===== src/rtl/lcd_timing_stat_controller_macros.svh =====
// assertion macros for the lcd timing and stat controller
`ifndef LCD_TIMING_STAT_CONTROLLER_MACROS_SVH
`define LCD_TIMING_STAT_CONTROLLER_MACROS_SVH

// condition holds in the same cycle as the trigger
`define LTS_ASSERT_NOW(lbl, clk, rst_n, ante, cons, msg) \
    lbl: assert property (@(posedge clk) disable iff (!rst_n) (ante) |-> (cons)) \
        else $error(msg);

// condition holds in the cycle after the trigger
`define LTS_ASSERT_NEXT(lbl, clk, rst_n, ante, cons, msg) \
    lbl: assert property (@(posedge clk) disable iff (!rst_n) (ante) |=> (cons)) \
        else $error(msg);

`endif


===== src/rtl/lts_pkg.sv =====
// shared types and constants of the lcd timing and stat controller
package lts_pkg;

    typedef enum logic [1:0] {
        OP_TICK  = 2'd0,
        OP_WRITE = 2'd1,
        OP_READ  = 2'd2,
        OP_ACK   = 2'd3
    } t_op;

    typedef enum logic [1:0] {
        MODE_HBLANK = 2'd0,
        MODE_VBLANK = 2'd1,
        MODE_OAM    = 2'd2,
        MODE_XFER   = 2'd3
    } t_mode;

    localparam logic [15:0] ADDR_LCDC = 16'hFF40;
    localparam logic [15:0] ADDR_STAT = 16'hFF41;
    localparam logic [15:0] ADDR_SCY  = 16'hFF42;
    localparam logic [15:0] ADDR_SCX  = 16'hFF43;
    localparam logic [15:0] ADDR_LY   = 16'hFF44;
    localparam logic [15:0] ADDR_LYC  = 16'hFF45;
    localparam logic [15:0] ADDR_BGP  = 16'hFF47;

    localparam logic [8:0] SCAN_DOTS   = 9'd80;
    localparam logic [8:0] XFER_END    = 9'd252;   // scan plus 172 transfer dots
    localparam logic [8:0] STEP_DOTS   = 9'd4;
    localparam int         LCD_ON_BIT  = 7;
    localparam logic [7:0] UNDECODED   = 8'hFF;

    localparam int IN_DATA_W  = 40;
    localparam int IN_USER_W  = 2;
    localparam int OUT_DATA_W = 24;

    // register write request
    typedef struct packed {
        logic        we;
        logic [15:0] addr;
        logic [7:0]  data;
    } t_reg_wr;

    // register state seen by the timing logic
    typedef struct packed {
        logic       lcd_on;
        logic       lcd_off;   // this write turns the lcd off
        logic [3:0] stat_en;
        logic [7:0] lyc;
    } t_reg_view;

    // outcome of one 4-dot step
    typedef struct packed {
        logic [8:0] dot;
        logic [7:0] line;
        t_mode      mode;
        logic       level;
        logic       stat_rise;
        logic       blank_hit;
    } t_step_res;

    function automatic logic [OUT_DATA_W-1:0] pack_result(
        input logic [7:0] rd,
        input logic       vbl,
        input logic       stat,
        input logic       frame,
        input t_mode      mode,
        input logic [7:0] line
    );
        pack_result = {3'b000, line, mode, frame, stat, vbl, rd};
    endfunction

endpackage


===== src/rtl/lts_step.sv =====
// one 4-dot step of the dot and line counters, mode and stat line
module lts_step #(
    parameter int DOTS_LINE        = 456,
    parameter int LINES_FRAME      = 154,
    parameter int FIRST_BLANK_LINE = 144
) (
    input  logic [8:0]        i_dot,
    input  logic [7:0]        i_line,
    input  logic              i_prev,
    input  lts_pkg::t_reg_view i_view,
    output lts_pkg::t_step_res o_res
);
    import lts_pkg::*;

    localparam logic [8:0] DotsLine   = 9'(DOTS_LINE);
    localparam logic [8:0] LinesFrame = 9'(LINES_FRAME);
    localparam logic [7:0] FirstBlank = 8'(FIRST_BLANK_LINE);

    logic [8:0] dot_sum;
    logic [8:0] line_inc;
    logic [8:0] dot_new;
    logic [7:0] line_new;
    t_mode      mode_new;
    logic       level;

    always_comb begin
        dot_sum  = i_dot + STEP_DOTS;
        line_inc = {1'b0, i_line} + 9'd1;
        if (dot_sum >= DotsLine) begin
            dot_new  = dot_sum - DotsLine;
            line_new = (line_inc == LinesFrame) ? 8'd0 : line_inc[7:0];
        end else begin
            dot_new  = dot_sum;
            line_new = i_line;
        end

        if (line_new >= FirstBlank) begin
            mode_new = MODE_VBLANK;
        end else if (dot_new < SCAN_DOTS) begin
            mode_new = MODE_OAM;
        end else if (dot_new < XFER_END) begin
            mode_new = MODE_XFER;
        end else begin
            mode_new = MODE_HBLANK;
        end

        level = (i_view.stat_en[3] && (line_new == i_view.lyc)) ||
                (i_view.stat_en[2] && (mode_new == MODE_OAM)) ||
                (i_view.stat_en[1] && (mode_new == MODE_VBLANK)) ||
                (i_view.stat_en[0] && (mode_new == MODE_HBLANK));

        o_res.dot       = dot_new;
        o_res.line      = line_new;
        o_res.mode      = mode_new;
        o_res.level     = level;
        o_res.stat_rise = level && !i_prev;
        o_res.blank_hit = (dot_sum >= DotsLine) && (line_new == FirstBlank);
    end

endmodule


===== src/rtl/lts_regs.sv =====
// lcd control, stat enable, scroll, compare and palette registers
module lts_regs (
    input  logic               i_clk,
    input  logic               i_rst_n,
    input  lts_pkg::t_reg_wr   i_wr,
    input  logic [15:0]        i_rd_addr,
    input  logic [7:0]         i_line,
    input  lts_pkg::t_mode     i_mode,
    output lts_pkg::t_reg_view o_view,
    output logic [7:0]         o_rd_data
);
    import lts_pkg::*;

    logic [7:0] r_lcdc;
    logic [3:0] r_stat_en;
    logic [7:0] r_scy;
    logic [7:0] r_scx;
    logic [7:0] r_lyc;
    logic [7:0] r_bgp;

    always_ff @(posedge i_clk) begin
        if (!i_rst_n) begin
            r_lcdc    <= '0;
            r_stat_en <= '0;
            r_scy     <= '0;
            r_scx     <= '0;
            r_lyc     <= '0;
            r_bgp     <= '0;
        end else if (i_wr.we) begin
            case (i_wr.addr)
                ADDR_LCDC: r_lcdc    <= i_wr.data;
                ADDR_STAT: r_stat_en <= i_wr.data[6:3];
                ADDR_SCY:  r_scy     <= i_wr.data;
                ADDR_SCX:  r_scx     <= i_wr.data;
                ADDR_LYC:  r_lyc     <= i_wr.data;
                ADDR_BGP:  r_bgp     <= i_wr.data;
                default: ;
            endcase
        end
    end

    always_comb begin
        o_view.lcd_on  = r_lcdc[LCD_ON_BIT];
        o_view.lcd_off = i_wr.we && (i_wr.addr == ADDR_LCDC) &&
                         r_lcdc[LCD_ON_BIT] && !i_wr.data[LCD_ON_BIT];
        o_view.stat_en = r_stat_en;
        o_view.lyc     = r_lyc;
    end

    always_comb begin
        case (i_rd_addr)
            ADDR_LCDC: o_rd_data = r_lcdc;
            ADDR_STAT: o_rd_data = {1'b1, r_stat_en, (i_line == r_lyc), i_mode};
            ADDR_SCY:  o_rd_data = r_scy;
            ADDR_SCX:  o_rd_data = r_scx;
            ADDR_LY:   o_rd_data = i_line;
            ADDR_LYC:  o_rd_data = r_lyc;
            ADDR_BGP:  o_rd_data = r_bgp;
            default:   o_rd_data = UNDECODED;
        endcase
    end

endmodule


===== src/rtl/lcd_timing_stat_controller.sv =====
// lcd timing and stat interrupt controller, top level
//
// one input beat carries an operation in s_axis_tuser: tick, register write,
// register read or flag acknowledge. every input beat gives exactly one
// output beat with the read byte, the three interrupt flags, the mode and LY.
// a register write, read or acknowledge puts its result in the output register,
// where it is valid from the cycle after the accepting cycle.
// a tick with the lcd on runs as many 4-dot steps as s_axis_tdata[31:26] gives, through
// the single step unit, one step per clock, and takes no new beat until the last
// step is done; with the lcd off or no whole step, the state is reported unchanged.
// s_axis_tready is high while no tick is stepping and the output register
// is empty or being emptied in the same cycle, so a stalled receiver holds
// the next item back at the input and no result is lost.
// synchronous active-low reset clears counters, registers and flags, and
// leaves the mode at hblank with no output beat pending.
`include "lcd_timing_stat_controller_macros.svh"

module lcd_timing_stat_controller #(
    parameter int DOTS_LINE        = 456,
    parameter int LINES_FRAME      = 154,
    parameter int FIRST_BLANK_LINE = 144
) (
    input  logic                            i_clk,
    input  logic                            i_rst_n,
    input  logic                            s_axis_tvalid,
    output logic                            s_axis_tready,
    // reg_address[15:0], write_data[23:16], tick_cycles[31:24], ack_mask[34:32]
    input  logic [lts_pkg::IN_DATA_W-1:0]   s_axis_tdata,
    // op[1:0]
    input  logic [lts_pkg::IN_USER_W-1:0]   s_axis_tuser,
    output logic                            m_axis_tvalid,
    input  logic                            m_axis_tready,
    // read_data[7:0], vblank_pending[8], stat_pending[9], frame_pending[10],
    // lcd_mode[12:11], current_line[20:13]
    output logic [lts_pkg::OUT_DATA_W-1:0]  m_axis_tdata
);
    import lts_pkg::*;

    localparam logic [8:0] DotsLine   = 9'(DOTS_LINE);
    localparam logic [7:0] LinesFrame = 8'(LINES_FRAME);

    typedef enum logic {
        ST_IDLE,
        ST_STEP
    } t_state;

    // input beat fields
    t_op        in_op;
    logic [15:0] in_addr;
    logic [7:0] in_data;
    logic [5:0] in_steps;
    logic [2:0] in_ack;

    t_state     r_state, n_state;
    logic [5:0] r_steps, n_steps;
    logic [8:0] r_dot, n_dot;
    logic [7:0] r_line, n_line;
    t_mode      r_mode, n_mode;
    logic       r_prev, n_prev;
    logic       r_vbl, n_vbl;
    logic       r_stat, n_stat;
    logic       r_frame, n_frame;
    logic       r_m_valid, n_m_valid;
    logic [OUT_DATA_W-1:0] r_m_data, n_m_data;

    logic       in_acc;
    t_reg_wr    reg_wr;
    t_reg_view  reg_view;
    logic [7:0] rd_data;
    t_step_res  step_res;

    assign in_op    = t_op'(s_axis_tuser);
    assign in_addr  = s_axis_tdata[15:0];
    assign in_data  = s_axis_tdata[23:16];
    assign in_steps = s_axis_tdata[31:26];   // tick cycles over four
    assign in_ack   = s_axis_tdata[34:32];

    // take a beat only with no tick in flight and room in the output register
    assign s_axis_tready = (r_state == ST_IDLE) && (!r_m_valid || m_axis_tready);
    assign in_acc        = s_axis_tvalid && s_axis_tready;
    assign m_axis_tvalid = r_m_valid;
    assign m_axis_tdata  = r_m_data;

    always_comb begin
        reg_wr.we   = in_acc && (in_op == OP_WRITE);
        reg_wr.addr = in_addr;
        reg_wr.data = in_data;
    end

    lts_regs u_regs (
        .i_clk     (i_clk),
        .i_rst_n   (i_rst_n),
        .i_wr      (reg_wr),
        .i_rd_addr (in_addr),
        .i_line    (r_line),
        .i_mode    (r_mode),
        .o_view    (reg_view),
        .o_rd_data (rd_data)
    );

    // shared step unit, used once per clock while a tick runs
    lts_step #(
        .DOTS_LINE        (DOTS_LINE),
        .LINES_FRAME      (LINES_FRAME),
        .FIRST_BLANK_LINE (FIRST_BLANK_LINE)
    ) u_step (
        .i_dot  (r_dot),
        .i_line (r_line),
        .i_prev (r_prev),
        .i_view (reg_view),
        .o_res  (step_res)
    );

    always_comb begin
        n_state   = r_state;
        n_steps   = r_steps;
        n_dot     = r_dot;
        n_line    = r_line;
        n_mode    = r_mode;
        n_prev    = r_prev;
        n_vbl     = r_vbl;
        n_stat    = r_stat;
        n_frame   = r_frame;
        n_m_valid = r_m_valid;
        n_m_data  = r_m_data;

        // output beat taken by the receiver
        if (r_m_valid && m_axis_tready) begin
            n_m_valid = 1'b0;
        end

        case (r_state)
            ST_IDLE: begin
                if (in_acc) begin
                    case (in_op)
                        OP_TICK: begin
                            if (reg_view.lcd_on && (in_steps != 6'd0)) begin
                                n_state = ST_STEP;
                                n_steps = in_steps;
                            end else begin
                                // nothing moves: report the state as it is
                                n_m_valid = 1'b1;
                                n_m_data  = pack_result(8'd0, r_vbl, r_stat, r_frame,
                                                        r_mode, r_line);
                            end
                        end
                        OP_WRITE: begin
                            if (reg_view.lcd_off) begin
                                n_dot  = '0;
                                n_line = '0;
                                n_mode = MODE_HBLANK;
                            end
                            n_m_valid = 1'b1;
                            n_m_data  = pack_result(8'd0, r_vbl, r_stat, r_frame,
                                                    n_mode, n_line);
                        end
                        OP_READ: begin
                            n_m_valid = 1'b1;
                            n_m_data  = pack_result(rd_data, r_vbl, r_stat, r_frame,
                                                    r_mode, r_line);
                        end
                        OP_ACK: begin
                            // flags reported before the masked clear
                            n_m_valid = 1'b1;
                            n_m_data  = pack_result(8'd0, r_vbl, r_stat, r_frame,
                                                    r_mode, r_line);
                            if (in_ack[0]) n_vbl   = 1'b0;
                            if (in_ack[1]) n_stat  = 1'b0;
                            if (in_ack[2]) n_frame = 1'b0;
                        end
                        default: ;
                    endcase
                end
            end
            ST_STEP: begin
                n_dot   = step_res.dot;
                n_line  = step_res.line;
                n_mode  = step_res.mode;
                n_prev  = step_res.level;
                n_vbl   = r_vbl   || step_res.blank_hit;
                n_frame = r_frame || step_res.blank_hit;
                n_stat  = r_stat  || step_res.stat_rise;
                n_steps = r_steps - 6'd1;
                // last step: result goes out with the advanced state
                if (r_steps == 6'd1) begin
                    n_state   = ST_IDLE;
                    n_m_valid = 1'b1;
                    n_m_data  = pack_result(8'd0, n_vbl, n_stat, n_frame,
                                            n_mode, n_line);
                end
            end
            default: begin
                n_state = ST_IDLE;
            end
        endcase
    end

    always_ff @(posedge i_clk) begin
        if (!i_rst_n) begin
            r_state   <= ST_IDLE;
            r_steps   <= '0;
            r_dot     <= '0;
            r_line    <= '0;
            r_mode    <= MODE_HBLANK;
            r_prev    <= 1'b0;
            r_vbl     <= 1'b0;
            r_stat    <= 1'b0;
            r_frame   <= 1'b0;
            r_m_valid <= 1'b0;
            r_m_data  <= '0;
        end else begin
            r_state   <= n_state;
            r_steps   <= n_steps;
            r_dot     <= n_dot;
            r_line    <= n_line;
            r_mode    <= n_mode;
            r_prev    <= n_prev;
            r_vbl     <= n_vbl;
            r_stat    <= n_stat;
            r_frame   <= n_frame;
            r_m_valid <= n_m_valid;
            r_m_data  <= n_m_data;
        end
    end

    `LTS_ASSERT_NOW(a_busy_not_ready, i_clk, i_rst_n, (r_state == ST_STEP), !s_axis_tready, "input taken while a tick is stepping")
    `LTS_ASSERT_NEXT(a_last_step_out, i_clk, i_rst_n, ((r_state == ST_STEP) && (r_steps == 6'd1)), (m_axis_tvalid && (r_state == ST_IDLE)), "last step gave no output beat")
    `LTS_ASSERT_NOW(a_step_count_live, i_clk, i_rst_n, (r_state == ST_STEP), (r_steps != 6'd0), "stepping with no steps left")
    `LTS_ASSERT_NOW(a_counters_in_range, i_clk, i_rst_n, 1'b1, ((r_dot < DotsLine) && (r_line < LinesFrame)), "dot or line counter out of range")

endmodule

===== config.mk =====
export PLATFORM = sky130hd
export DESIGN_NAME = lcd_timing_stat_controller
export DESIGN_NICKNAME = d
export VERILOG_FILES = /design/src/rtl/lts_pkg.sv /design/src/rtl/lts_step.sv /design/src/rtl/lts_regs.sv /design/src/rtl/lcd_timing_stat_controller.sv
export VERILOG_INCLUDE_DIRS = /design/src /design/src/rtl
export SDC_FILE = /design/constraint.sdc
export NUM_CORES = 1
export LEC_CHECK = 0
export BUFFER_PORTS_ARGS = -buffer_cell sky130_fd_sc_hd__buf_2
export CAP_MARGIN = 30
export CELL_PAD_IN_SITES_DETAIL_PLACEMENT = 0
export CELL_PAD_IN_SITES_GLOBAL_PLACEMENT = 2
export CORE_MARGIN = 8
export CORE_UTILIZATION = 37
export DETAILED_ROUTE_END_ITERATION = 8
export HOLD_SLACK_MARGIN = 0.06
export PLACE_DENSITY = 0.89
export SLEW_MARGIN = 20
export SYNTH_ARGS = -nofsm -noshare
export SYNTH_HDL_FRONTEND = slang
export SYNTH_SLANG_ARGS = --single-unit

===== constraint.sdc =====
create_clock -name i_clk -period 8.9 [get_ports i_clk]
set_input_delay 0.445 -clock i_clk [delete_from_list [all_inputs] [get_ports i_clk]]
set_output_delay 0.445 -clock i_clk [all_outputs]
set_load 0.02 [all_outputs]

==> qor.txt, run 1 <==
GLOBAL ROUTE
--------------------------------------------------------------------------------------
Number of global-route vias before repair                                        4,975
Largest net degree at the start of global routing                                   79
Wire length of the first global-routing pass                                   26.6 mm
Overall global routing resource usage                                            0.169
Remaining global-route overflow                                                      0
Number of antenna violations at the first check in global routing                    0

TIMING
--------------------------------------------------------------------------------------
Endpoints failing hold                                                               0
Period utilization                                                               0.440
Slew at the pin closest to its max-slew limit                                 0.858 ns
Final period demand of the worst path                                          3.92 ns
Worst setup slack after layout                                                 4.98 ns
Hold_ws                                                                       0.334 ns
Setup skew after layout                                                      0.0106 ns
Final Slew Violations                                                                0
Setup Total Neg Slack                                                             0 ns
Unrepaired setup endpoints after global routing                                  false
Relative max-transition margin                                                   0.428
Final-report setup violation count                                                   0
Max Clk Rate                                                                 0.255 GHz

FINISH
--------------------------------------------------------------------------------------
Filler cell count                                                                1,497
Sequential cell area                                                          1880 µm²
Area of combinational cells with multiple inputs                              3370 µm²
Growth of design area from synthesis to finish                                   12.6%
Nets@finish                                                                        800
Final design area excluding fillers                                           6260 µm²
Most frequent cells in the layout                                         94 x sky130_fd_sc_hd__dfxtp_1, 92 x sky130_fd_sc_hd__nor2_1, 73 x sky130_fd_sc_hd__nand2_1, 66 x sky130_fd_sc_hd__a21oi_1, 62 x sky130_fd_sc_hd__buf_2
Layout Utilization                                                               0.420
Antenna fix cells                                                                    0
Non-Filler Instances                                                               935
Most common cell after layout, fill and taps aside                        sky130_fd_sc_hd__dfxtp_1
Share of layout cells above drive strength 1                                     0.149

SETUP PATH
--------------------------------------------------------------------------------------
Arrival time reported for the critical path endpoint                           4.22 ns
Max stage delay on crit path                                                   0.58 ns
Cells traversed along the worst timing path                               ha_1 -> xor2_1 -> inv_1 -> ha_1 -> and2_1 -> mux2i_1 -> a21oi_1 -> or4_1 -> o211ai_2 -> nand2_1 -> nor4_2 -> o311a_1
Endpoint kind of the worst setup timing path                                 flip-flop
Origin of the critical flop-to-flop path                                  r_dot[2]$_SDFFE_PN0P_
Worst Setup Path Type                                                          reg2reg
Critical path launch point type                                              flip-flop
Worst endpoint required time                                                   9.21 ns
Highest-delay cell along the critical path                                sky130_fd_sc_hd__or4_1
Highest net fanout along the worst path                                             10
Reg2reg setup slack                                                            4.98 ns
Cell repeated most along the worst path                                   sky130_fd_sc_hd__ha_1
Critical R2R Capture                                                      m_axis_tdata[10]$_SDFFE_PN0P_
Register-to-Register Path Depth                                                     12

ROUTE
--------------------------------------------------------------------------------------
Total via count in the routed design                                             5,324
Final antenna-violating net count                                                    0
Post-Route WL                                                                  16.8 mm
Remaining routing DRC violations                                                     0
Number of detailed-route iterations in the first pass                                5
Detailed-route wire length per cell                                            18.0 µm
Starting DRC count in detailed routing                                             490
DR vias/cell                                                                      5.69

YOSYS
--------------------------------------------------------------------------------------
Number of warnings issued by yosys                                                   0
Post-synth top area share                                                        0.338
Post-synth EDFFs                                                                     0
Biggest area contributors in the synthesized netlist                      sky130_fd_sc_hd__dfxtp_1 34%, sky130_fd_sc_hd__mux2i_1 7.4%, sky130_fd_sc_hd__nor2_1 6.2%
Share of synthesized area occupied by flip-flops and latches                     0.338
Mean instance size in the synthesized netlist                                 7.86 µm²
Flip-flop and latch count after synthesis                                           94
Number of distinct standard cells referenced by the synthesized netlist             75
Primary FF master, synth                                                  sky130_fd_sc_hd__dfxtp_1
Largest area contributor in the synthesized netlist                       sky130_fd_sc_hd__dfxtp_1
Mapped cell area                                                              5560 µm²
Fraction of synthesis flops using an asynchronous set or reset pin                   0
Synthesized instance count                                                         708

PLACE
--------------------------------------------------------------------------------------
RD Place Congestion                                                              0.855
Count of port buffers added during placement                                        61
Final HPWL DP                                                                  12.0 mm
Worst slack after detailed placement                                           5.00 ns
Number of placed instances with taps included                                      916
Dpl cell area                                                                 5940 µm²

JOB
--------------------------------------------------------------------------------------
Number of max-cap violations                                                         0

FLOORPLAN
--------------------------------------------------------------------------------------
Die Height                                                                      139 µm
Standard-cell row count                                                             45
Number of primary I/O pins                                                          72
Area inside the core boundary                                               14,900 µm²
Die width                                                                       139 µm
Initial core utilization                                                         0.373
Die footprint                                                               19,200 µm²

CLOCK NETWORK
--------------------------------------------------------------------------------------
Clock latency on the worst-skew pair                                           0.36 ns
Setup Buffers After CTS                                                              0
Total CTS buffers                                                                    9
Clock sink total                                                                    94
Worst-path clk slew                                                            0.07 ns
Clock tree from TritonCTS                                                         done
Total of cells resized after clock tree synthesis                                    0
Library cell used as clock root buffer                                    sky130_fd_sc_hd__clkbuf_16
Deepest clock path buffer count                                                      2
Hold-fix buffer count after cts                                                      0
H-tree level count                                                                   3

POWER
--------------------------------------------------------------------------------------
Switching component of the power                                              0.241 mW
Overall power after layout                                                    0.886 mW
Static leakage power                                                           2.32 nW
Clock network fraction of total power                                            0.444
Portion of total power attributed to sequential cells                            0.482
Pwr Density                                                                 141 nW/µm²
Total internal power                                                          0.645 mW
Combinational group share of total power                                         0.074
Peak ir drop on the vdd network                                                92.0 µV
Switching share of power                                                         0.272

STATUS
--------------------------------------------------------------------------------------
Run status                                                                complete, no violations

MIN PATH
--------------------------------------------------------------------------------------
Worst hold start                                                          s_axis_tdata[28]
Min-Delay Endpoint                                                        r_steps[2]$_SDFFE_PN0P_
Hold path depth                                                                      3
Worst min-delay path category                                                   in2reg

==> critical path: cells and delay by family, from the launching register on <==
kind	cells	cell delay, ns
adder cells (fa/ha/maj)	2	0.64
flip-flops	1	0.49
AND/OR/NAND/NOR	4	1.40
buffers and inverters	1	0.14
AO/OA/AOI/OAI	3	0.59
multiplexers	1	0.29
XOR/XNOR	1	0.31
==> power groups by stage <==
stage               registers (mW)  logic (mW)  clock network (mW)
floorplan                    0.443      0.0316                   0
global placement             0.437      0.0647                   0
detailed placement           0.437      0.0652                   0
CTS                          0.427      0.0655               0.403
global route                 0.428      0.0715               0.419
finish                       0.427      0.0658               0.393
==> synth_stat cells, types with 10 or more instances <==
cell type	n
sky130_fd_sc_hd__nor3_1	14
sky130_fd_sc_hd__nand3_1	27
sky130_fd_sc_hd__mux2i_1	41
sky130_fd_sc_hd__clkbuf_1	30
sky130_fd_sc_hd__a221oi_1	13
sky130_fd_sc_hd__a21oi_1	66
sky130_fd_sc_hd__o21ai_0	32
sky130_fd_sc_hd__inv_1	24
sky130_fd_sc_hd__a31oi_1	10
sky130_fd_sc_hd__nand2_1	73
sky130_fd_sc_hd__dfxtp_1	94
sky130_fd_sc_hd__ha_1	12
sky130_fd_sc_hd__nor2_1	92
sky130_fd_sc_hd__xnor2_1	13
==> state kept, by name, summed over array words and instances, names as in the netlist <==
signal,cells
u_regs.r_scy,8
r_frame,1
m_axis_tdata,21
u_regs.r_bgp,8
m_axis_tvalid,1
u_regs.r_lyc,8
r_vbl,1
r_mode,2
u_regs.r_stat_en,4
r_state,1
r_line,8
u_regs.r_lcdc,8
r_steps,6
r_prev,1
r_stat,1
r_dot,7
u_regs.r_scx,8
==> cell type report <==
type	instances	share of cell area
multi-input cells	540	0.538
clock buffers	9	0.0360
clock inverters	7	0.0128
flip-flops and latches	94	0.300
inverters	26	0.0156
repair buffers	71	0.0599
well taps	188	0.0376
==> layer usage <==
layer,global-route usage,routed length (µm),vias to the layer above
met5,0,0,-
met4,0.0538,278,0
met3,0.0353,743,19
met2,0.275,7940,123
met1,0.217,7850,2568
li1,-,-,2614
==> logic make-up after synthesis <==
logic type / count (synthesis) / share of synthesized area
AOI/OAI and AO/OA: 189 / 0.222
muxes: 47 / 0.0859
adders and majority gates: 12 / 0.0270
xor gates and xnor gates: 21 / 0.0331
DFF: 94 / 0.338
buffers and inverters: 76 / 0.0576
other: 1 / 0.000674
and+or+nand+nor: 268 / 0.236
==> worst max path at each step <==
| stage | start | to | slack [ns] | cells past startpoint |
|---|---|---|---|---|
| after floorplan | r_dot[2]$_SDFFE_PN0P_ | m_axis_tdata[10]$_SDFFE_PN0P_ | 5.66 | 13 |
| after global placement | r_dot[2]$_SDFFE_PN0P_ | m_axis_tdata[10]$_SDFFE_PN0P_ | 5.05 | 12 |
| after detailed placement | r_dot[2]$_SDFFE_PN0P_ | m_axis_tdata[10]$_SDFFE_PN0P_ | 5.00 | 12 |
| after CTS | r_dot[2]$_SDFFE_PN0P_ | m_axis_tdata[10]$_SDFFE_PN0P_ | 4.97 | 12 |
| after global routing | r_dot[2]$_SDFFE_PN0P_ | m_axis_tdata[11]$_SDFFE_PN0P_ | 4.58 | 12 |
| final | r_dot[2]$_SDFFE_PN0P_ | m_axis_tdata[10]$_SDFFE_PN0P_ | 4.98 | 12 |
(Power assumes the default switching activity.)
==> run 2: changes to the inputs <==
- ABC_AREA: not set -> 1
- CORE_UTILIZATION: 37 -> 29
- PLACE_DENSITY: 0.89 -> 0.8
- clock period: 8.9 -> 3.6 ns (I/O delays scaled with it)
==> qor.txt, run 2 <==
ROUTE
--------------------------------------------------------------------------------------
Remaining routing DRC violations                                                     0   unchanged
Detailed-route wire length per cell                                            15.9 µm   -11%
DR vias/cell                                                                      4.87   -14%
Starting DRC count in detailed routing                                             285   -42%
Post-Route WL                                                                  16.9 mm   +0.53%
Final antenna-violating net count                                                    0   unchanged
Total via count in the routed design                                             5,172   -2.9%
Number of detailed-route iterations in the first pass                                4   -1

PLACE
--------------------------------------------------------------------------------------
Number of placed instances with taps included                                    1,045   +14%
Worst slack after detailed placement                                          0.834 ns   -4.16 ns
RD Place Congestion                                                              0.798   -6.6%
Final HPWL DP                                                                  12.6 mm   +4.6%
Dpl cell area                                                                 5760 µm²   -3.1%
Count of port buffers added during placement                                        61   unchanged

POWER
--------------------------------------------------------------------------------------
Pwr Density                                                                 362 nW/µm²   +160%
Switching share of power                                                         0.250   -0.0223
Clock network fraction of total power                                            0.449   +0.005
Total internal power                                                           1.64 mW   +150%
Static leakage power                                                           2.31 nW   -0.38%
Portion of total power attributed to sequential cells                            0.482   about the same
Peak ir drop on the vdd network                                                 238 µV   +160%
Switching component of the power                                              0.548 mW   +130%
Combinational group share of total power                                         0.068   -0.006

TIMING
--------------------------------------------------------------------------------------
Unrepaired setup endpoints after global routing                                  false
Final Slew Violations                                                                0   unchanged
Period utilization                                                               0.765   +0.325
Relative max-transition margin                                                   0.521   +0.0937
Setup skew after layout                                                      0.0111 ns   +0.000507 ns
Endpoints failing hold                                                               0   unchanged
Final-report setup violation count                                                   0   unchanged
Final period demand of the worst path                                          2.75 ns   -1.16 ns
Max Clk Rate                                                                 0.363 GHz   +42%
Worst setup slack after layout                                                0.847 ns   -4.14 ns
Slew at the pin closest to its max-slew limit                                 0.709 ns   -0.150 ns
Setup Total Neg Slack                                                             0 ns   unchanged

FINISH
--------------------------------------------------------------------------------------
Filler cell count                                                                2,014   +35%
Growth of design area from synthesis to finish                                   15.7%
Antenna fix cells                                                                    0   unchanged
Most frequent cells in the layout                                         166 x sky130_fd_sc_hd__nand2_1, 107 x sky130_fd_sc_hd__inv_1, 103 x sky130_fd_sc_hd__a21oi_1, 94 x sky130_fd_sc_hd__dfxtp_1, 63 x sky130_fd_sc_hd__o21ai_0
Share of layout cells above drive strength 1                                     0.131   -0.0176
Max reg flops                                                                       21   unchanged
Nets@finish                                                                        885   +11%
Most common cell after layout, fill and taps aside                        sky130_fd_sc_hd__nand2_1
Non-Filler Instances                                                             1,061   +13%
Final design area excluding fillers                                           6050 µm²   -3.3%

FLOORPLAN
--------------------------------------------------------------------------------------
Number of primary I/O pins                                                          72   unchanged
Area inside the core boundary                                               17,800 µm²   +20%
Die Height                                                                      150 µm   +8.5%
Initial core utilization                                                         0.293   -0.0795
Standard-cell row count                                                             49   +8.9%
Die width                                                                       150 µm   +8.5%
Die footprint                                                               22,600 µm²   +18%

CLOCK NETWORK
--------------------------------------------------------------------------------------
Clock tree from TritonCTS                                                         done
Hold-fix buffer count after cts                                                      0   unchanged
Worst-path clk slew                                                            0.07 ns   about the same
Deepest clock path buffer count                                                      2   unchanged
Clock sink total                                                                    94   unchanged
Library cell used as clock root buffer                                    sky130_fd_sc_hd__clkbuf_16
Clock latency on the worst-skew pair                                           0.36 ns   about the same
Setup Buffers After CTS                                                              0   unchanged
H-tree level count                                                                   3   unchanged
Total of cells resized after clock tree synthesis                                    0   unchanged
Total CTS buffers                                                                    9   unchanged

YOSYS
--------------------------------------------------------------------------------------
Largest area contributor in the synthesized netlist                       sky130_fd_sc_hd__dfxtp_1
Share of synthesized area occupied by flip-flops and latches                     0.360   +0.0213
Post-synth top area share                                                        0.360   +0.0213
Mean instance size in the synthesized netlist                                 6.74 µm²   -14%
Post-synth EDFFs                                                                     0   unchanged
Most common cell in the synthesized netlist                               sky130_fd_sc_hd__nand2_1
Fraction of synthesis flops using an asynchronous set or reset pin                   0   unchanged
Mapped cell area                                                              5230 µm²   -5.9%
Most numerous cell types in the synthesized netlist                       166 x sky130_fd_sc_hd__nand2_1, 108 x sky130_fd_sc_hd__inv_1, 103 x sky130_fd_sc_hd__a21oi_1, 94 x sky130_fd_sc_hd__dfxtp_1, 63 x sky130_fd_sc_hd__o21ai_0
Primary FF master, synth                                                  sky130_fd_sc_hd__dfxtp_1
Number of warnings issued by yosys                                                   0   unchanged
Biggest area contributors in the synthesized netlist                      sky130_fd_sc_hd__dfxtp_1 36%, sky130_fd_sc_hd__nand2_1 12%, sky130_fd_sc_hd__a21oi_1 9.8%
Flip-flop and latch count after synthesis                                           94   unchanged
Synthesized instance count                                                         776   +9.6%
Number of distinct standard cells referenced by the synthesized netlist             48   -36%

JOB
--------------------------------------------------------------------------------------
Number of max-cap violations                                                         0   unchanged

SETUP PATH
--------------------------------------------------------------------------------------
Worst Setup Path Type                                                          reg2reg
Critical path launch point type                                              flip-flop
Arrival time reported for the critical path endpoint                           3.03 ns   -1.19 ns
Endpoint kind of the worst setup timing path                                 flip-flop
Highest net fanout along the worst path                                             13   +3
Worst endpoint required time                                                   3.88 ns   -5.33 ns

GLOBAL ROUTE
--------------------------------------------------------------------------------------
Overall global routing resource usage                                            0.154   -0.0141
Remaining global-route overflow                                                      0   unchanged
Largest net degree at the start of global routing                                   56   -29%
Number of global-route vias before repair                                        5,014   +0.78%
Wire length of the first global-routing pass                                   27.4 mm   +2.9%
Number of antenna violations at the first check in global routing                    0   unchanged

STATUS
--------------------------------------------------------------------------------------
Run status                                                                complete, no violations

MIN PATH
--------------------------------------------------------------------------------------
Worst min-delay path category                                                   in2reg

-- run 2: cell types whose count changed after synthesis, sizes merged, moves of 11 or more --
cell | before | now
a21oi | 66 | 103
a221oi | 13 | 2
inv | 24 | 109
mux2i | 41 | 0
nand2 | 73 | 174
nand3 | 29 | 45
nor2 | 92 | 50
o21ai | 32 | 66
xnor2 | 13 | 0
-- run 2: cell families after synthesis --
kind of cell | after synthesis | synth area share
flops | 94 | 0.360
buf+inv | 142 | 0.107
fa+ha+maj | 12 | 0.0287
other cells | 1 | 0.000717
simple gates | 302 | 0.264
compound gates | 222 | 0.235
xor+xnor | 3 | 0.00502
-- run 2: worst max-delay path: stages, from the launching register on --
cell and delay (ns):
sky130_fd_sc_hd__dfxtp_1 0.42, sky130_fd_sc_hd__ha_1 0.24, sky130_fd_sc_hd__inv_1 0.05, sky130_fd_sc_hd__nand2_1 0.07, sky130_fd_sc_hd__nand2_1 0.06, sky130_fd_sc_hd__inv_1 0.10, sky130_fd_sc_hd__ha_1 0.24, sky130_fd_sc_hd__nand4_4 0.19
sky130_fd_sc_hd__nand3_4 0.23, sky130_fd_sc_hd__nor2_1 0.06, sky130_fd_sc_hd__nand2_1 0.07, sky130_fd_sc_hd__nand2_1 0.11, sky130_fd_sc_hd__nor4_2 0.32, sky130_fd_sc_hd__nand3_1 0.20, sky130_fd_sc_hd__nand2_1 0.12, sky130_fd_sc_hd__nand2_1 0.07
sky130_fd_sc_hd__a21oi_1 0.12
-- run 2: worst paths after layout --
kind              cells after the start                      endpoint  slack (ns)                    startpoint
setup / recovery                     16  m_axis_tdata[8]$_SDFFE_PN0P_        0.85         r_dot[3]$_SDFFE_PN0P_
setup reg to reg                     16  m_axis_tdata[8]$_SDFFE_PN0P_        0.85         r_dot[3]$_SDFFE_PN0P_
hold reg to reg                       2  u_regs.r_scy[4]$_SDFFE_PN0P_        0.45  u_regs.r_scy[4]$_SDFFE_PN0P_
hold / removal                        3       r_steps[5]$_SDFFE_PN0P_        0.11              s_axis_tdata[31]
-- run 2: routing by layer --
layer / part of all wire / global-route usage / vias up
met2: 0.46 / 0.253 / 79
li1: - / - / 2711
met5: 0 / 0 / -
met1: 0.49 / 0.206 / 2371
met3: 0.035 / 0.0334 / 11
met4: 0.0072 / 0.0270 / 0
-- run 2: final cells by class --
type	count	area, µm²	area share
repair buffers	70	373	0.0616
well taps	229	287	0.0473
clock inverters	6	70.1	0.0116
clock buffers	10	229	0.0378
inverters	110	413	0.0682
multi-input cells	542	2800	0.463
flip-flops and latches	94	1880	0.311
-- run 2: metrics by stage --
step / total power [mW] / hold slack, ns / utilization
final: 2.19 / 0.113 / 0.339
after global routing: 2.28 / 0.110 / 0.339
after CTS: 2.22 / 0.101 / 0.339
after detailed placement: 1.23 / 0.441 / 0.323
after global placement: 1.23 / 0.441 / 0.322
after floorplan: 1.16 / 0.327 / -
-- run 2: power by group through the flow --
stage,Clock (mW),Combinational [mW],Sequential [mW]
global placement,0,0.151,1.08
CTS,1.01,0.153,1.06
finish,0.984,0.150,1.06
floorplan,0,0.0686,1.09
detailed placement,0,0.153,1.08
global route,1.06,0.169,1.06
==> run 3: changes to the inputs <==
- CORE_UTILIZATION: 29 -> 32
- PLACE_DENSITY: 0.8 -> 0.83
- clock period: 3.6 -> 2.84 ns (I/O delays scaled with it)
==> qor.txt, run 3 (same netlist as run 2, synthesis figures left out) <==
SETUP PATH
--------------------------------------------------------------------------------
Cells traversed along the worst timing path                         ha_1 -> inv_1 -> nand2_1 -> nand2_1 -> inv_1 -> ha_2 -> nand4_4 -> nand3_4 -> buf_4 -> nor2_1 -> nand2_1 -> nand2_1 -> a21boi_1 -> nand2_1 -> nand2_1 -> nand3_2 -> nand3_2 -> a21oi_1
Crit. path cell count                                                         18   +2
Register-to-Register Path Depth                                               18   +2
Worst endpoint required time                                             3.06 ns   -0.82 ns
Worst Setup Path Type                                                    reg2reg
Highest net fanout along the worst path                                        6   -7
Cell family with most CP delay                                      simple AND/OR/NAND/NOR gates
Max stage delay on crit path                                             0.34 ns   -0.08 ns
Endpoint kind of the worst setup timing path                           flip-flop
Buf/Inv on CP                                                                  3   +1
Arrival time reported for the critical path endpoint                     2.78 ns   -0.25 ns
Critical path launch point type                                        flip-flop
Highest-delay cell along the critical path                          sky130_fd_sc_hd__dfxtp_2
Cell repeated most along the worst path                             sky130_fd_sc_hd__nand2_1

FINISH
--------------------------------------------------------------------------------
Final design area excluding fillers                                     6200 µm²   +2.5%
Growth of design area from synthesis to finish                             18.5%
Non-Filler Instances                                                       1,063   +0.19%
Most common cell after layout, fill and taps aside                  sky130_fd_sc_hd__nand2_1
Nets@finish                                                                  900   +1.7%
Sequential cell area                                                    1890 µm²   +0.33%
Area of combinational cells with multiple inputs                        2820 µm²   +0.71%
Antenna fix cells                                                              0   unchanged
Most frequent cells in the layout                                   166 x sky130_fd_sc_hd__nand2_1, 107 x sky130_fd_sc_hd__inv_1, 102 x sky130_fd_sc_hd__a21oi_1, 89 x sky130_fd_sc_hd__dfxtp_1, 63 x sky130_fd_sc_hd__o21ai_0
Share of layout cells above drive strength 1                               0.156   +0.0248
Filler cell count                                                          1,779   -12%
Max reg flops                                                                 21   unchanged

ROUTE
--------------------------------------------------------------------------------
DR vias/cell                                                                5.00   +2.6%
Number of detailed-route iterations in the first pass                          5   +1
Post-Route WL                                                            16.9 mm   about the same
Starting DRC count in detailed routing                                       338   +19%
Detailed-route wire length per cell                                      15.9 µm   -0.12%
Final antenna-violating net count                                              0   unchanged
Remaining routing DRC violations                                               0   unchanged
Total via count in the routed design                                       5,316   +2.8%

CLOCK NETWORK
--------------------------------------------------------------------------------
Worst-path clk slew                                                      0.07 ns   about the same
Clock tree from TritonCTS                                                   done
Library cell used as clock root buffer                              sky130_fd_sc_hd__clkbuf_16
H-tree level count                                                             3   unchanged
Clock sink total                                                              94   unchanged
Clock latency on the worst-skew pair                                     0.35 ns   about the same
Total CTS buffers                                                              9   unchanged
Deepest clock path buffer count                                                2   unchanged

TIMING
--------------------------------------------------------------------------------
Slew at the pin closest to its max-slew limit                           0.711 ns   +0.00183 ns
Endpoints failing hold                                                         0   unchanged
Relative max-transition margin                                             0.520   -0.00123
Period utilization                                                         0.902   +0.137
Setup Total Neg Slack                                                       0 ns   unchanged
Max Clk Rate                                                           0.390 GHz   +7.5%
Unrepaired setup endpoints after global routing                            false
Final-report setup violation count                                             0   unchanged
Hold_ws                                                                0.0842 ns   -0.0290 ns
Final period demand of the worst path                                    2.56 ns   -0.192 ns
Setup skew after layout                                               0.00763 ns   -0.00348 ns
Final Slew Violations                                                          0   unchanged

PLACE
--------------------------------------------------------------------------------
Final HPWL DP                                                            12.8 mm   +1.4%
Dpl cell area                                                           5780 µm²   +0.37%
Number of placed instances with taps included                              1,037   -0.77%
RD Place Congestion                                                        0.871   +9.2%
Count of port buffers added during placement                                  61   unchanged

GLOBAL ROUTE
--------------------------------------------------------------------------------
Remaining global-route overflow                                                0   unchanged
Wire length of the first global-routing pass                             26.7 mm   -2.6%
Overall global routing resource usage                                      0.165   +0.0110
Number of global-route vias before repair                                  5,026   +0.24%
Number of antenna violations at the first check in global routing              0   unchanged
Largest net degree at the start of global routing                             41   -27%

POWER
--------------------------------------------------------------------------------
Static leakage power                                                     2.41 nW   +4.3%
Peak ir drop on the vdd network                                           304 µV   +28%
Pwr Density                                                           462 nW/µm²   +28%

FLOORPLAN
--------------------------------------------------------------------------------
Die Height                                                                144 µm   -4.3%
Number of primary I/O pins                                                    72   unchanged
Die width                                                                 144 µm   -4.3%
Die footprint                                                         20,700 µm²   -8.4%
Initial core utilization                                                   0.328   +0.0349
Standard-cell row count                                                       46   -6.1%
Area inside the core boundary                                         15,900 µm²   -11%

MIN PATH
--------------------------------------------------------------------------------
Hold path depth                                                                4   +1
Worst min-delay path category                                             in2reg

JOB
--------------------------------------------------------------------------------
Number of max-cap violations                                                   0   unchanged

STATUS
--------------------------------------------------------------------------------
Run status                                                          complete, no violations

## run 3: timing repair
item / in CTS / in global routing
hold endpoints to repair: 1 / 0
hold buffers: 1 / 0
buffers inserted: 0 / 8
setup endpoints to repair: 0 / 7
gates resized for setup: 0 / 11
## run 3: through the flow
stage / setup slack (ns) / power [mW] / utilization
after detailed placement: 0.123 / 1.56 / 0.362
after global routing: 0.00175 / 2.98 / 0.389
final: 0.279 / 2.86 / 0.389
after global placement: 0.203 / 1.56 / 0.362
after floorplan: 0.500 / 1.47 / -
after CTS: 0.121 / 2.90 / 0.383
## run 3: final timing paths
| kind | from | endpoint | slack [ns] |
|---|---|---|---|
| min reg2reg | u_regs.r_lcdc[0]$_SDFFE_PN0P_ | u_regs.r_lcdc[0]$_SDFFE_PN0P_ | 0.45 |
| max reg2reg | r_dot[2]$_SDFFE_PN0P_ | r_stat$_SDFFE_PN0P_ | 0.28 |
| max | r_dot[2]$_SDFFE_PN0P_ | r_stat$_SDFFE_PN0P_ | 0.28 |
| min | m_axis_tready | m_axis_tvalid$_SDFF_PN0_ | 0.08 |
## run 3: per-layer routing
| metal | vias to the layer above | routed length [µm] | GRT usage |
|---|---|---|---|
| li1 | 2726 | - | - |
| met3 | 13 | 579 | 0.0355 |
| met1 | 2479 | 8370 | 0.224 |
| met2 | 98 | 7760 | 0.262 |
| met5 | - | 0 | 0 |
| met4 | 0 | 195 | 0.0371 |
## run 3: report_power, final
part | total (mW) | leakage [nW] | switching [mW] | internal (mW)
Clock | 1.33 | 0.159 | 0.551 | 0.782
Combinational | 0.192 | 1.49 | 0.128 | 0.0637
Sequential | 1.34 | 0.762 | 0.00713 | 1.33
## run 3: layout make-up
class | count | area share
tap | 216 | 0.0436
timing repair buffer | 85 | 0.0787
inverter | 110 | 0.0666
sequential | 94 | 0.304
clock buffer | 10 | 0.0369
clock inverter | 6 | 0.0151
multi-input combinational | 542 | 0.455
## run 3: tightest hold or removal path, cell delays in order
cell and delay [ns]:
sky130_fd_sc_hd__buf_2 0.08, sky130_fd_sc_hd__nor2_1 0.04, sky130_fd_sc_hd__nor2_1 0.09, sky130_fd_sc_hd__nor2_1 0.04
